`config.mk`:
```
export PLATFORM = sky130hd
export DESIGN_NAME = fifo_reader_writer_lock_core
export DESIGN_NICKNAME = d
export VERILOG_FILES = /design/src/hdl/frwl_pkg.sv /design/src/hdl/frwl_front.sv /design/src/hdl/frwl_cmdq.sv /design/src/hdl/frwl_back.sv /design/src/hdl/fifo_reader_writer_lock_core.sv
export SDC_FILE = /design/constraint.sdc
export NUM_CORES = 1
export LEC_CHECK = 0
export ABC_AREA = 1
export BUFFER_PORTS_ARGS = -buffer_cell sky130_fd_sc_hd__buf_2
export CAP_MARGIN = 20
export CELL_PAD_IN_SITES_DETAIL_PLACEMENT = 1
export CELL_PAD_IN_SITES_GLOBAL_PLACEMENT = 1
export CORE_MARGIN = 1
export CORE_UTILIZATION = 46
export CTS_CLUSTER_DIAMETER = 50
export CTS_CLUSTER_SIZE = 40
export DETAILED_ROUTE_END_ITERATION = 7
export PLACE_DENSITY_LB_ADDON = 0.12
export SYNTH_ARGS = -nofsm -noshare
export SYNTH_HDL_FRONTEND = slang
export SYNTH_SLANG_ARGS = --single-unit
```
`constraint.sdc`:
```
create_clock -name clock -period 2.6 [get_ports clock]
set_input_delay 0.13 -clock clock [delete_from_list [all_inputs] [get_ports clock]]
set_output_delay 0.13 -clock clock [all_outputs]
set_load 0.02 [all_outputs]
```
`src/hdl/frwl_pkg.sv`:
```
// Package for the reader-writer lock manager: field widths, operation and
// status codes, request/response/command structs and back-end states.
// Used by every module under hdl; depends on nothing.
package frwl_pkg;

   localparam int ID_BITS       = 8;
   localparam int OP_BITS       = 3;
   localparam int STATUS_BITS   = 4;
   localparam int COUNT_BITS    = 8;
   localparam int READER_MAX    = 255;
   localparam int MAX_RESULTS   = 32;
   localparam int RES_CNT_BITS  = $clog2(MAX_RESULTS + 1);
   // Command queue depth must be a power of two.
   localparam int CMDQ_DEPTH    = 2;
   localparam int CMDQ_PTR_BITS = $clog2(CMDQ_DEPTH);
   localparam int CMDQ_CNT_BITS = $clog2(CMDQ_DEPTH + 1);

   typedef enum logic [OP_BITS-1:0] {
      OP_READ_LOCK    = 3'd0,
      OP_TRY_READ     = 3'd1,
      OP_READ_UNLOCK  = 3'd2,
      OP_WRITE_LOCK   = 3'd3,
      OP_TRY_WRITE    = 3'd4,
      OP_WRITE_UNLOCK = 3'd5
   } op_type;

   typedef enum logic [STATUS_BITS-1:0] {
      ST_GRANTED         = 4'd0,
      ST_QUEUED          = 4'd1,
      ST_REFUSED         = 4'd2,
      ST_WOKEN           = 4'd3,
      ST_RELEASED        = 4'd4,
      ST_NOT_HELD        = 4'd5,
      ST_QUEUE_FULL      = 4'd6,
      ST_HEAD_NOT_WRITER = 4'd7,
      ST_READERS_FULL    = 4'd8
   } status_type;

   typedef enum logic {
      BK_IDLE = 1'b0,
      BK_WAKE = 1'b1
   } back_state_type;

   typedef struct packed {
      logic [OP_BITS-1:0] operation;
      logic [ID_BITS-1:0] requester;
   } req_type;

   typedef struct packed {
      logic [ID_BITS-1:0]     target;
      logic [STATUS_BITS-1:0] status;
      logic [COUNT_BITS-1:0]  reader_count;
      logic                   writer_holds;
      logic                   last;
   } rsp_type;

   // Classified request as handed from front to back.
   typedef struct packed {
      logic               is_write;
      logic               is_try;
      logic               is_unlock;
      logic [ID_BITS-1:0] who;
   } cmd_type;

endpackage

```
`src/hdl/frwl_front.sv`:
```
// Front stage: accepts requests, drops undefined operation codes and
// classifies the rest into commands. Depends on frwl_pkg.
module frwl_front (
   input  logic              clock,
   input  logic              reset,
   input  logic              req_valid,
   output logic              req_stall,
   input  frwl_pkg::req_type req_data,
   output logic              cmd_valid,
   input  logic              cmd_stall,
   output frwl_pkg::cmd_type cmd_data
);

   logic              valid_ff, valid_in;
   frwl_pkg::cmd_type cmd_ff, cmd_in;
   logic              load;
   logic              op_ok;

   assign req_stall = valid_ff && cmd_stall;
   assign load      = req_valid && !req_stall;
   assign op_ok     = req_data.operation <= frwl_pkg::OP_WRITE_UNLOCK;

   always_comb begin
      cmd_in           = cmd_ff;
      cmd_in.is_write  = (req_data.operation == frwl_pkg::OP_WRITE_LOCK) ||
                         (req_data.operation == frwl_pkg::OP_TRY_WRITE) ||
                         (req_data.operation == frwl_pkg::OP_WRITE_UNLOCK);
      cmd_in.is_try    = (req_data.operation == frwl_pkg::OP_TRY_READ) ||
                         (req_data.operation == frwl_pkg::OP_TRY_WRITE);
      cmd_in.is_unlock = (req_data.operation == frwl_pkg::OP_READ_UNLOCK) ||
                         (req_data.operation == frwl_pkg::OP_WRITE_UNLOCK);
      cmd_in.who       = req_data.requester;
      if (load) begin
         valid_in = op_ok;
      end else if (!cmd_stall) begin
         valid_in = 1'b0;
      end else begin
         valid_in = valid_ff;
      end
   end

   always_ff @(posedge clock) begin
      if (reset) begin
         valid_ff <= 1'b0;
      end else begin
         valid_ff <= valid_in;
      end
   end

   always_ff @(posedge clock) begin
      if (load) begin
         cmd_ff <= cmd_in;
      end
   end

   assign cmd_valid = valid_ff;
   assign cmd_data  = cmd_ff;

endmodule

```
`src/hdl/frwl_cmdq.sv`:
```
// Short command queue between front and back stages.
// Depends on frwl_pkg for the command type and depth.
module frwl_cmdq (
   input  logic              clock,
   input  logic              reset,
   input  logic              push,
   input  frwl_pkg::cmd_type push_data,
   output logic              full,
   input  logic              pop,
   output logic              valid,
   output frwl_pkg::cmd_type pop_data
);

   frwl_pkg::cmd_type                        entry_ff [frwl_pkg::CMDQ_DEPTH];
   logic [frwl_pkg::CMDQ_PTR_BITS-1:0]       wr_ptr_ff, wr_ptr_in;
   logic [frwl_pkg::CMDQ_PTR_BITS-1:0]       rd_ptr_ff, rd_ptr_in;
   logic [frwl_pkg::CMDQ_CNT_BITS-1:0]       count_ff, count_in;
   logic                                     do_push, do_pop;

   assign full     = count_ff == frwl_pkg::CMDQ_CNT_BITS'(frwl_pkg::CMDQ_DEPTH);
   assign valid    = count_ff != '0;
   assign do_push  = push && !full;
   assign do_pop   = pop && valid;
   assign pop_data = entry_ff[rd_ptr_ff];

   always_comb begin
      wr_ptr_in = do_push ? wr_ptr_ff + 1'b1 : wr_ptr_ff;
      rd_ptr_in = do_pop  ? rd_ptr_ff + 1'b1 : rd_ptr_ff;
      count_in  = count_ff;
      if (do_push && !do_pop) begin
         count_in = count_ff + 1'b1;
      end else if (do_pop && !do_push) begin
         count_in = count_ff - 1'b1;
      end
   end

   always_ff @(posedge clock) begin
      if (reset) begin
         wr_ptr_ff <= '0;
         rd_ptr_ff <= '0;
         count_ff  <= '0;
      end else begin
         wr_ptr_ff <= wr_ptr_in;
         rd_ptr_ff <= rd_ptr_in;
         count_ff  <= count_in;
      end
   end

   always_ff @(posedge clock) begin
      if (do_push) begin
         entry_ff[wr_ptr_ff] <= push_data;
      end
   end

endmodule

```
`src/hdl/frwl_back.sv`:
```
// Back stage: lock state, waiter memory and response register; carries out
// one command at a time and walks queued readers on a write unlock.
// Depends on frwl_pkg.
module frwl_back #(
   parameter int QUEUE_DEPTH = 32
) (
   input  logic              clock,
   input  logic              reset,
   input  logic              cmd_valid,
   input  frwl_pkg::cmd_type cmd_data,
   output logic              cmd_pop,
   output logic              rsp_valid,
   input  logic              rsp_stall,
   output frwl_pkg::rsp_type rsp_data
);

   localparam int PTR_W = $clog2(QUEUE_DEPTH);
   localparam int CNT_W = $clog2(QUEUE_DEPTH + 1);
   localparam int ID_W  = frwl_pkg::ID_BITS;
   localparam int RC_W  = frwl_pkg::COUNT_BITS;
   localparam int RN_W  = frwl_pkg::RES_CNT_BITS;

   frwl_pkg::back_state_type state_ff, state_in;
   logic [RC_W-1:0]  readers_ff, readers_in;
   logic             writer_ff, writer_in;
   logic [PTR_W-1:0] head_ff, head_in;
   logic [CNT_W-1:0] count_ff, count_in;
   logic [RN_W-1:0]  woken_ff, woken_in;
   logic [ID_W-1:0]  pend_ff, pend_in;
   logic             rsp_valid_ff, rsp_valid_in;
   frwl_pkg::rsp_type rsp_ff, rsp_in;
   logic [ID_W:0]    head_data_ff;
   logic [ID_W:0]    mem [QUEUE_DEPTH];

   logic             wr_en;
   logic [PTR_W-1:0] wr_addr;
   logic [ID_W:0]    wr_data;
   logic [CNT_W:0]   tail_sum;
   logic [PTR_W-1:0] tail;
   logic [PTR_W-1:0] head_next;
   logic             head_tag;
   logic [ID_W-1:0]  head_id;
   logic             q_full, q_empty;
   logic             out_free;
   logic             more;
   logic             em, em_last, em_wr;
   logic [ID_W-1:0]  em_tgt;
   logic [RC_W-1:0]  em_rc;
   frwl_pkg::status_type em_st;

   assign head_tag  = head_data_ff[ID_W];
   assign head_id   = head_data_ff[ID_W-1:0];
   assign q_full    = count_ff == CNT_W'(QUEUE_DEPTH);
   assign q_empty   = count_ff == '0;
   assign out_free  = !rsp_valid_ff || !rsp_stall;
   assign head_next = (head_ff == PTR_W'(QUEUE_DEPTH - 1)) ? '0 : head_ff + 1'b1;
   assign tail_sum  = (CNT_W+1)'(head_ff) + (CNT_W+1)'(count_ff);
   assign tail      = (tail_sum >= (CNT_W+1)'(QUEUE_DEPTH)) ?
                      PTR_W'(tail_sum - (CNT_W+1)'(QUEUE_DEPTH)) : PTR_W'(tail_sum);

   // Keep walking readers while one is at the head and bounds allow.
   assign more = !q_empty && (woken_ff < RN_W'(frwl_pkg::MAX_RESULTS)) &&
                 (readers_ff != RC_W'(frwl_pkg::READER_MAX)) && !head_tag;

   always_ff @(posedge clock) begin
      if (reset) begin
         state_ff <= frwl_pkg::BK_IDLE;
      end else begin
         state_ff <= state_in;
      end
   end

   always_comb begin
      state_in     = state_ff;
      readers_in   = readers_ff;
      writer_in    = writer_ff;
      head_in      = head_ff;
      count_in     = count_ff;
      woken_in     = woken_ff;
      pend_in      = pend_ff;
      rsp_in       = rsp_ff;
      rsp_valid_in = rsp_valid_ff && rsp_stall;
      cmd_pop      = 1'b0;
      wr_en        = 1'b0;
      wr_addr      = tail;
      wr_data      = {cmd_data.is_write, cmd_data.who};
      em           = 1'b0;
      em_last      = 1'b1;
      em_tgt       = cmd_data.who;
      em_st        = frwl_pkg::ST_GRANTED;
      em_rc        = readers_ff;
      em_wr        = writer_ff;
      case (state_ff)
         frwl_pkg::BK_IDLE: begin
            if (cmd_valid && out_free) begin
               cmd_pop = 1'b1;
               em      = 1'b1;
               if (!cmd_data.is_write && !cmd_data.is_unlock) begin
                  if (!writer_ff && q_empty) begin
                     if (readers_ff == RC_W'(frwl_pkg::READER_MAX)) begin
                        em_st = frwl_pkg::ST_READERS_FULL;
                     end else begin
                        readers_in = readers_ff + 1'b1;
                        em_st      = frwl_pkg::ST_GRANTED;
                     end
                  end else if (cmd_data.is_try) begin
                     em_st = frwl_pkg::ST_REFUSED;
                  end else if (q_full) begin
                     em_st = frwl_pkg::ST_QUEUE_FULL;
                  end else begin
                     wr_en    = 1'b1;
                     count_in = count_ff + 1'b1;
                     em_st    = frwl_pkg::ST_QUEUED;
                  end
               end else if (!cmd_data.is_write) begin
                  // read unlock
                  if (readers_ff == '0) begin
                     em_st = frwl_pkg::ST_NOT_HELD;
                  end else begin
                     readers_in = readers_ff - 1'b1;
                     if (readers_ff != RC_W'(1) || q_empty) begin
                        em_st = frwl_pkg::ST_RELEASED;
                     end else if (!head_tag) begin
                        em_st = frwl_pkg::ST_HEAD_NOT_WRITER;
                     end else begin
                        head_in   = head_next;
                        count_in  = count_ff - 1'b1;
                        writer_in = 1'b1;
                        em_tgt    = head_id;
                        em_st     = frwl_pkg::ST_WOKEN;
                     end
                  end
               end else if (!cmd_data.is_unlock) begin
                  if (readers_ff == '0 && !writer_ff) begin
                     writer_in = 1'b1;
                     em_st     = frwl_pkg::ST_GRANTED;
                  end else if (cmd_data.is_try) begin
                     em_st = frwl_pkg::ST_REFUSED;
                  end else if (q_full) begin
                     em_st = frwl_pkg::ST_QUEUE_FULL;
                  end else begin
                     wr_en    = 1'b1;
                     count_in = count_ff + 1'b1;
                     em_st    = frwl_pkg::ST_QUEUED;
                  end
               end else begin
                  // write unlock
                  if (!writer_ff) begin
                     em_st = frwl_pkg::ST_NOT_HELD;
                  end else if (q_empty) begin
                     writer_in = 1'b0;
                     em_st     = frwl_pkg::ST_RELEASED;
                  end else if (head_tag) begin
                     head_in  = head_next;
                     count_in = count_ff - 1'b1;
                     em_tgt   = head_id;
                     em_st    = frwl_pkg::ST_WOKEN;
                  end else begin
                     // Take the first reader now; its result leaves from the
                     // walk, once the next head is known.
                     em         = 1'b0;
                     writer_in  = 1'b0;
                     head_in    = head_next;
                     count_in   = count_ff - 1'b1;
                     readers_in = readers_ff + 1'b1;
                     pend_in    = head_id;
                     woken_in   = RN_W'(1);
                     state_in   = frwl_pkg::BK_WAKE;
                  end
               end
               em_rc = readers_in;
               em_wr = writer_in;
            end
         end
         frwl_pkg::BK_WAKE: begin
            if (out_free) begin
               em      = 1'b1;
               em_tgt  = pend_ff;
               em_st   = frwl_pkg::ST_WOKEN;
               em_rc   = readers_ff;
               em_wr   = writer_ff;
               em_last = !more;
               if (more) begin
                  head_in    = head_next;
                  count_in   = count_ff - 1'b1;
                  readers_in = readers_ff + 1'b1;
                  pend_in    = head_id;
                  woken_in   = woken_ff + 1'b1;
               end else begin
                  state_in = frwl_pkg::BK_IDLE;
               end
            end
         end
         default: begin
            state_in = frwl_pkg::BK_IDLE;
         end
      endcase
      if (em) begin
         rsp_valid_in        = 1'b1;
         rsp_in.target       = em_tgt;
         rsp_in.status       = em_st;
         rsp_in.reader_count = em_rc;
         rsp_in.writer_holds = em_wr;
         rsp_in.last         = em_last;
      end
   end

   always_ff @(posedge clock) begin
      if (reset) begin
         readers_ff   <= '0;
         writer_ff    <= 1'b0;
         head_ff      <= '0;
         count_ff     <= '0;
         woken_ff     <= '0;
         rsp_valid_ff <= 1'b0;
      end else begin
         readers_ff   <= readers_in;
         writer_ff    <= writer_in;
         head_ff      <= head_in;
         count_ff     <= count_in;
         woken_ff     <= woken_in;
         rsp_valid_ff <= rsp_valid_in;
      end
   end

   always_ff @(posedge clock) begin
      pend_ff <= pend_in;
      rsp_ff  <= rsp_in;
   end

   // Waiter memory; the registered read follows the next head and takes a
   // write to that same slot straight through.
   always_ff @(posedge clock) begin
      if (wr_en) begin
         mem[wr_addr] <= wr_data;
      end
      if (wr_en && (wr_addr == head_in)) begin
         head_data_ff <= wr_data;
      end else begin
         head_data_ff <= mem[head_in];
      end
   end

   assign rsp_valid = rsp_valid_ff;
   assign rsp_data  = rsp_ff;

endmodule

```
`src/hdl/fifo_reader_writer_lock_core.sv`:
```
// Top level of the reader-writer lock manager for one lock.
// Depends on frwl_pkg, frwl_front, frwl_cmdq and frwl_back.
//
//   channel   direction  handshake             payload
//   req_      in         req_valid/req_stall   frwl_pkg::req_type
//   rsp_      out        rsp_valid/rsp_stall   frwl_pkg::rsp_type
//
// A request passes from the front register into a two-entry command queue,
// where it waits until the back stage takes it; the back stage puts its
// result in the response register, which drives rsp_valid. The back stage
// takes one command a cycle while rsp_ is not stalled and no walk is under
// way, so one-result requests run at one per cycle; a write unlock that
// wakes readers holds the back stage while it takes the first reader, then
// gives one result a cycle for each while rsp_ is not stalled.
// Reset clears lock state and queue counts; the waiter memory is not cleared.
// A stall on rsp_ holds the response register and the back stage, the
// command queue fills, and req_stall rises.
module fifo_reader_writer_lock_core #(
   parameter int QUEUE_DEPTH = 32
) (
   input  logic              clock,
   input  logic              reset,
   input  logic              req_valid,
   output logic              req_stall,
   input  frwl_pkg::req_type req_data,
   output logic              rsp_valid,
   input  logic              rsp_stall,
   output frwl_pkg::rsp_type rsp_data
);

   // Front-to-queue and queue-to-back command transfers.
   logic              front_valid;
   logic              q_full;
   frwl_pkg::cmd_type front_cmd;
   logic              q_valid;
   logic              q_pop;
   frwl_pkg::cmd_type q_cmd;

   // Accept and classify; drop undefined codes here.
   frwl_front u_front (
      .clock     (clock),
      .reset     (reset),
      .req_valid (req_valid),
      .req_stall (req_stall),
      .req_data  (req_data),
      .cmd_valid (front_valid),
      .cmd_stall (q_full),
      .cmd_data  (front_cmd)
   );

   // Decouple the two sides so each may stall on its own.
   frwl_cmdq u_cmdq (
      .clock     (clock),
      .reset     (reset),
      .push      (front_valid),
      .push_data (front_cmd),
      .full      (q_full),
      .pop       (q_pop),
      .valid     (q_valid),
      .pop_data  (q_cmd)
   );

   // Execute against the lock state and drive results.
   frwl_back #(
      .QUEUE_DEPTH (QUEUE_DEPTH)
   ) u_back (
      .clock     (clock),
      .reset     (reset),
      .cmd_valid (q_valid),
      .cmd_data  (q_cmd),
      .cmd_pop   (q_pop),
      .rsp_valid (rsp_valid),
      .rsp_stall (rsp_stall),
      .rsp_data  (rsp_data)
   );

endmodule
```
==> results.md, run 1 <==
- Setup repair after global routing could not meet its margin everywhere.
- The most common cell in the synthesized netlist is edfxtp_1.
- The total number of clock tree sinks is 390.
- For this block, the initial DRC count from the detailed router was 927.
- In this run the critical register-to-register path is launched from u_back.head_ff[0].
- The number of nets with antenna violations after routing is 0.
- A synthesized cell averages 11.1 um2.
- In this run, distinct cell masters in the synthesized netlist total 41.
- TritonCTS built the clock tree.
- The worst setup skew after layout is 0.0287 ns.
- The antenna diode instance count is 0.
- The critical path in this run is classified as flop to flop.
- Summed over all layers, the routed wires come to 52500 um.
- The largest net degree at the start of global routing is 58.
- The area growth from synthesis to layout is 21.4%.
- The actual transition at the worst max-transition pin is 0.608 ns.
- The period utilization is 98.0%.
- The met3 routing resource usage after global routing is 4.08%.
- The met2 capacity usage during global routing is 46.5%.
- The final number of hold-violating endpoints came to 0.
- The share of layout cells above drive strength 1 is 19.7%.
- The leakage power summed over all cells is 7.58 nW.
- The worst pin sits at a relative slew slack of 59.4%.
- The via count of the first global-routing pass is 13300.
- Of the post-synthesis cell area, the dominant cell type holds 61.9%.
- The max capacitance violation total is 0.
- The start point of the worst min-delay path is req_data[10].
- The capturing element type of the critical path is a flop.
- The routed layout has 12900 vias.
- Summed over all layers, the global routing overflow is 0.
- The timing-limited maximum frequency is 392 MHz.
- The HPWL after detailed placement is 34100 um.
- Including well taps, the total number of placed cells is 2124.
- The first global-routing pass estimated 78700 um of wire.
- Routability-driven placement finished with a final weighted congestion of 0.881.
- The post-synthesis cell type with the largest combined area is edfxtp_1.
- The logic depth of the worst register-to-register path is 10.
- The clock period could shrink to 2.55 ns.
- The core region is 36500 um2.
- The die covers 37800 um2.
- The average wire per standard cell is 23.6 um.
- The number of buffers added by the clock tree synthesis step is 41.
- The post-synthesis sequential area ratio is 66.4%.
- The most critical setup path has its startpoint at u_back.head_ff[0].
- The remaining routing DRC violations is 0.
- Power spread over the standard cell area amounts to 1220 nW/um2.
- The worst-case IR drop observed on VDD is 0.000823 V.
- By area the synthesized netlist is led by edfxtp_1 (62%), o21ai_0 (6.2%), nor2_1 (4.8%).
- The most utilized layer in the global route result is met2.
- The initial standard-cell utilization of the core is 46.7%.
- At the worst endpoint, the required time is 2.88 ns.
- During synthesis, Yosys emitted a total of 0 warnings.
- The met1 global-route usage is 36.2%.
- The run finished with clean final reports.
- Summing every instance area after synthesis gives 17000 um2.
- The ratio of routed vias to standard cells is 5.79.
- At the worst endpoint, the arrival time is 2.83 ns.
- The initial antenna violation count was 0.
- The commonest cells after synthesis are edfxtp_1 (351), nor2_1 (219), o21ai_0 (211).
- Summed over all failing endpoints, the final setup total negative slack is 0 ns.
- The port buffer count is 38.
- Setup violations remaining at the end of the flow were counted as 0.
- The later-pin clock latency in the skew report is 0.59 ns.
- The longest clock path from root to sink contains 3 buffers.
- The clock transition at the registers of the reported paths is 0.07 ns.
- The H-tree was split into 2 levels.
- STA classifies the critical path startpoint as a flop.
- The most used flip-flop cell after synthesis is edfxtp_1.
- The number of core rows is 70.
- In this run the worst hold path is classified as primary input to flop.
- The final-report max-slew violation count is 0.
- After the last flow step, the layout net total stands at 1758.
- The floorplan step set the die height to 194 um.
- The non-filler instance count after layout is 2228.
- The aggregate global-route resource usage is 27.5%.
- Synthesis produced a netlist with a net count of 1567.
- In this run, synthesis produced a sequential element count of 390.
- The share of synthesized flip-flops with an asynchronous set or reset is 0%.
- The count of cells along the worst hold path is 4.
- The cell count after synthesis came out at 1537.
- For this design the top-level I/O count stands at 39.
- The die span in x is 194 um.
- The first-pass iteration count of the detailed router is 5.
- The tree is rooted in a clkbuf_16.
- The count of flip-flops with a built-in enable after synthesis is 351.
- The peak fanout along the critical path is 9.
-- area by class of cell --
cell class | count | area [um2]
clock inverters | 31 | 372
inverters | 122 | 468
well taps | 468 | 586
fillers | 3844 | 15800
flip-flops and latches | 390 | 11300
multi-input cells | 950 | 5050
clock buffers | 44 | 1080
repair buffers | 223 | 1810
-- worst max-delay path, cell delays in order, from the launching register on --
cell     delay (ns)
dfxtp_1        0.35
ha_1           0.17
inv_1          0.06
fa_1           0.45
o21ai_1        0.18
xor2_1         0.12
buf_4          0.15
nor2_2         0.17
nand2_1        0.17
nor2_1         0.20
buf_4          0.21
-- placed cells by master (no fill, tap or decap), types with 11 or more instances in the layout --
cell | Yosys | final
edfxtp_1 | 351 | 351
nor2_1 | 219 | 207
o21ai_0 | 211 | 205
nand2_1 | 180 | 172
buf_4 | 7 | 147
inv_1 | 109 | 104
nand3_1 | 74 | 72
a21oi_1 | 65 | 61
o221ai_1 | 56 | 56
clkbuf_16 | 0 | 45
buf_2 | 29 | 38
dfxtp_1 | 39 | 35
o211ai_1 | 20 | 20
o22ai_1 | 18 | 18
xor2_1 | 17 | 17
dlygate4sd3_1 | 0 | 17
nor3_1 | 14 | 14
inv_2 | 8 | 13
ha_1 | 14 | 13
o21ai_1 | 6 | 12
nand2_2 | 2 | 11
-- report_power, final --
part / internal (mW) / leakage [nW] / switching [mW]
registers: 8.10 / 3.49 / 0.324
clock network: 3.39 / 0.701 / 2.82
logic: 3.50 / 3.39 / 7.10
total: 15.0 / 7.58 / 10.2
-- cells by family (layout without fill, tap and decap cells) --
| kind of cell | Yosys count | after routing | synth area share (%) |
|---|---|---|---|
| muxes | 1 | 1 | 0.0661 |
| DFF | 390 | 390 | 66.4 |
| AOI/OAI and AO/OA | 395 | 395 | 13.5 |
| buffers and inverters | 198 | 420 | 4.85 |
| and+or+nand+nor | 516 | 517 | 12.9 |
| adders and majority gates | 15 | 15 | 1.15 |
| xor gates and xnor gates | 22 | 22 | 1.13 |
-- metrics by stage --
stage	hold slack [ns]	cell area [um2]	worst slack, ns	total power, mW	utilization [%]
after global routing	0.0486	20700	-0.0446	26.3	56.7
after CTS	0.00527	20400	0.0158	24.8	55.9
after detailed placement	0.309	18800	-0.156	18.4	51.3
final	0.0363	20700	0.0514	25.2	56.7
after floorplan	0.229	17000	0.0532	13.9	-
after global placement	0.308	18800	-0.0447	18.2	51.3
-- final timing paths --
kind                                 to  slack, ns
setup reg to reg      u_back.mem[23][5]       0.05
hold reg to reg   u_cmdq.entry_ff[1][8]       0.45
setup / recovery      u_back.mem[23][5]       0.05
hold / removal     u_front.cmd_data[10]       0.04
-- registers in the layout, indices dropped and copies added, names as in the netlist, 2 cells and up, named ones only --
signal             count
u_back.mem           288
u_back.rsp_data       22
u_cmdq.entry_ff       22
u_front.cmd_data      11
u_back.pend_ff         8
u_back.readers_ff      8
u_back.count_ff        6
u_back.woken_ff        6
u_back.head_ff         5
u_cmdq.count_ff        2
-- metal layers --
layer  wire, um  share of wire [%]
met4       1640                3.1
met5          0                  0
met2      25700                 49
met3       2580                4.9
met1      22600                 43
-- what timing repair did --
item                       CTS  global route
buffers inserted             1             7
gates cloned                 1             3
setup endpoints to repair  293           245
pin swaps                    1             7
hold buffers                17             0
hold endpoints to repair    24             0
gates resized for setup     15            50
No activity file was read; power rests on OpenSTA's default activity.
==> run 2, diff against run 1 <==
--- a/config.mk
+++ b/config.mk
@@ -5,17 +5,17 @@
 export SDC_FILE = /design/constraint.sdc
 export NUM_CORES = 1
 export LEC_CHECK = 0
-export ABC_AREA = 1
 export BUFFER_PORTS_ARGS = -buffer_cell sky130_fd_sc_hd__buf_2
 export CAP_MARGIN = 20
 export CELL_PAD_IN_SITES_DETAIL_PLACEMENT = 1
 export CELL_PAD_IN_SITES_GLOBAL_PLACEMENT = 1
 export CORE_MARGIN = 1
-export CORE_UTILIZATION = 46
+export CORE_UTILIZATION = 48
 export CTS_CLUSTER_DIAMETER = 50
 export CTS_CLUSTER_SIZE = 40
 export DETAILED_ROUTE_END_ITERATION = 7
 export PLACE_DENSITY_LB_ADDON = 0.12
+export SKIP_CTS_REPAIR_TIMING = 1
 export SYNTH_ARGS = -nofsm -noshare
 export SYNTH_HDL_FRONTEND = slang
 export SYNTH_SLANG_ARGS = --single-unit
==> run 2 against run 1 <==
  * Sequential cell count did not move
  * Register-to-register slack got worse by 0.29 ns
  * Worst setup slack got worse by 0.29 ns
  * Fmax fell by 10%
  * Design area rose by 4.8%
  * The run now ends with setup timing left
  * Critical endpoint is now u_back.rsp_data[21]
  * Wire length fell by 9.7%
  * Clock power fell by 4.2%
==> results.md, run 2 <==
- The flow ran to the end, but the final reports show violations.
- The final reports fail on setup timing.
- After layout, the minimum clock period comes to 2.84 ns.
- Entering global routing, the biggest net connects 35 pins.
- STA classifies the critical path endpoint as a flop.
- In this run, the combinational gates consume 34.3% of the power.
- The H-tree depth is 2.
- The die is 189 um tall.
- The number of buffers added by the clock tree synthesis step is 41.
- The flip-flop and latch count after synthesis is 390.
- During synthesis, Yosys emitted a total of 0 warnings.
- The cell at the root of the clock tree is clkbuf_16.
- For this run, the total global-route usage over all layers was measured as 25.5%.
- The die covers 35600 um2.
- The number of distinct library cells after synthesis is 83.
- In this run the cell area of the synthesized design comes to 16700 um2.
- The maximum buffer depth of the clock tree is 3.
- The first global-routing pass estimated 66700 um of wire.
- Net switching is 33.2% of the power.
- During I/O placement, the number of pins put on the boundary was 39.
- The detail route stage leaves a number of antenna-violating nets equal to 0.
- Of the cells placed in the final design, the portion with a size suffix greater than 1 is 41.1%.
- The top register by number of flip-flops is u_back.mem.
- Setup repair after global routing could not meet its margin everywhere.
- The antenna diode instance count is 0.
- The number of core rows is 68.
- The tool flagged a number of max-cap violations equal to 0.
- The share of synthesized flip-flops with an asynchronous set or reset is 0%.
- The worst setup path is launched from a flop.
- The tree built by TritonCTS fans out to 390 sinks.
- The share of synthesized area in the top cell type comes to 63.0%.
- The worst setup skew after layout is 0.0213 ns.
- The internal power is 14.0 mW.
- After detailed placement, the total cell area comes to 18800 um2.
- The capture point of the worst reg-to-reg path is u_back.rsp_data[21].
- Each instance of the synthesized netlist takes up on average 15.6 um2.
- The worst register-to-register path begins at u_back.count_ff[1].
- In this run the worst hold path is classified as primary input to flop.
- The TritonCTS clock tree is built.
- The port buffer count is 38.
- The sequential cell fraction of total power is 37.3%.
- The floorplan step set the die width to 189 um.
- The total area inside the core boundary comes to 34500 um2.
- The total setup violations reported at the end of the flow is 157.
- By instance count, the leading cell after synthesis is edfxtp_1.
- The number of cells on the worst reg-to-reg path is 11.
- The ratio of routed vias to standard cells is 5.88.
- The synthesized instance count is 1070.
- In the layout the commonest cells are edfxtp_1 (351), buf_4 (175), nand2_1 (76).
- The initial antenna violation count is 0.
- For this block, the routed nets add up to 47400 um of wire.
- Relative to the synthesized area, the layout overhead comes to 29.6%.
- For this run, the leading register cell type out of synthesis is edfxtp_1.
- Routability-driven placement finished with a final weighted congestion of 0.915.
- The worst hold path was traced through 3 stages.
- The later-pin clock latency in the skew report is 0.58 ns.
- Detailed placement ended at an HPWL of 30100 um.
- The average wire per standard cell is 25.8 um.
- The post-synthesis sequential area ratio is 67.6%.
- In the post-synthesis netlist, the biggest area contributors are edfxtp_1 (63%), mux4_2 (10%), dfxtp_1 (4.7%).
- The clock transition at the registers of the reported paths is 0.06 ns.
- Measured against its own limit, the worst slew margin works out to 44.4%.
- For this design the static power due to leakage is 7.44 nW.
- STA puts the critical path data arrival time at 3.16 ns.
- The via count of the first global-routing pass came to 10900.
- The critical path is of the flop to flop type.
- The peak fanout along the critical path is 5.
- The initial standard-cell utilization of the core is 48.6%.
- On the worst path, the slowest cell contributes a delay of 0.50 ns.
- The required arrival time at the worst endpoint is 2.92 ns.
- The first-pass iteration count of the detailed router is 6.
- The cell at the slowest stage of the critical path is or4b_4.
- At the pin with the least slew margin, the transition time is 0.834 ns.
- The overflow left after global routing is 0.
- Walking the worst path, the cells encountered are inv_4 > ha_4 > or4b_4 > o211ai_1 > buf_4 > nand2b_4 > o21ai_2 > o2111ai_4 > clkbuf_16 > o21ai_0 > mux2i_1.
- The final number of hold-violating endpoints is 0.
- The part of the total power dissipated in the clock network is 28.4%.
- The worst hold path terminates at u_front.cmd_data[8].
- The library cell used most frequently in the layout, excluding fill and tap cells, is edfxtp_1.
- The count of flip-flops with a built-in enable after synthesis is 351.
- The timing-limited maximum frequency is 352 MHz.
- Dividing the final minimum period by the clock period gives 109%.
- For this run, design rule violations remaining after detail routing come to 0.
- The power spent charging and discharging nets is 6.95 mW.
- The register with the most flip-flops in the layout has 288 of them.
- The number of violations reported at the end of detailed-routing iteration 0 is 792.
- The net count after synthesis is 1100.
- The start point of the worst min-delay path is req_data[8].
- In the final timing run, aggregate negative setup slack is -7.26 ns.
- The maximum vdd ir drop is 0.000701 V.
- The vias after detailed routing is 10800.
- Ranked by instance count, the synthesized netlist is headed by edfxtp_1 (351), nor2_1 (93), nand2_1 (81).
- The setup slack after layout is -0.243 ns.
- The post-layout instance area is 21700 um2.
- For this run, the post-layout net count is 1382.
- The post-synthesis cell type with the largest combined area is edfxtp_1.
- The worst-case register-to-register setup slack is -0.24 ns.
- The final-report max-slew violation count is 0.
- Dividing total power by cell area gives a power density of 965 nW/um2.
run 2: changes by cell type after synthesis, moves of 55 or more:
cell / before / now
nand2_1: 180 / 81
inv_1: 109 / 19
o21ai_0: 211 / 35
mux4_2: 0 / 75
o221ai_1: 56 / 1
nor2_1: 219 / 93
run 2: how the worst max path moves through the flow:
stage,startpoint,to
floorplan,flop,u_back.mem[14][0]
global placement,u_back.count_ff[1],u_back.count_ff[5]
detailed placement,u_back.count_ff[0],u_back.mem[5][1]
CTS,u_back.count_ff[1],u_back.count_ff[5]
global route,u_back.count_ff[1],u_back.count_ff[1]
finish,u_back.count_ff[1],u_back.rsp_data[21]
run 2: layout make-up:
cell class	instances	area, um2
clock buffers	46	1070
repair buffers	288	2510
multi-input cells	610	5800
inverters	21	81.3
clock inverters	28	319
flip-flops and latches	390	11300
well taps	455	569
fillers	3112	12800
run 2: through the flow:
stage / instances / utilization (%) / total power [mW] / worst slack (ns) / hold slack [ns]
2_1_floorplan: 1070 / - / 11.3 / -0.126 / 0.229
3_3_place_gp: 1704 / 54.6 / 13.7 / -0.224 / 0.307
3_5_place_dp: 1704 / 54.6 / 13.8 / -0.316 / 0.308
4_1_cts: 1778 / 58.7 / 19.8 / -0.331 / -0.287
5_1_grt: 1838 / 62.9 / 21.7 / -0.293 / 0.0266
6_report: 1838 / 62.9 / 20.9 / -0.243 / 0.0133
run 2: kinds of logic (layout without fill, tap and decap cells):
kind of cell	after synthesis	count (layout)	synth area share (%)
AND/OR/NAND/NOR	287	287	8.39
flip-flops	390	390	67.6
buffers and inverters	70	383	1.91
multiplexers	125	125	13.2
AO/OA/AOI/OAI	160	160	6.48
XOR/XNOR	23	23	1.20
adder cells (fa/ha/maj)	15	15	1.17
run 2: layer usage:
metal / vias to the layer above / part of all wire, % / GRT usage, %
li1: 4807 / - / -
met4: 0 / 1.7 / 5.89
met2: 270 / 50 / 41.2
met1: 5674 / 44 / 35.8
met3: 59 / 4.8 / 4.97
met5: - / 0 / 0
run 2: worst max-delay path, delay by kind of cell, from the launching register on:
kind,cells,cell delay (ns)
mux,1,0.35
simple gates,2,0.65
compound gates,4,0.60
flops,1,0.37
fa+ha+maj,1,0.14
buf+inv,3,0.48
run 2: power by group through the flow:
stage               clock [mW]  combinational (mW)  sequential (mW)
floorplan                    0                3.22             8.06
global placement             0                5.84             7.88
detailed placement           0                5.95             7.90
CTS                       6.05                5.98             7.76
global route              6.26                7.62             7.84
finish                    5.95                7.17             7.80
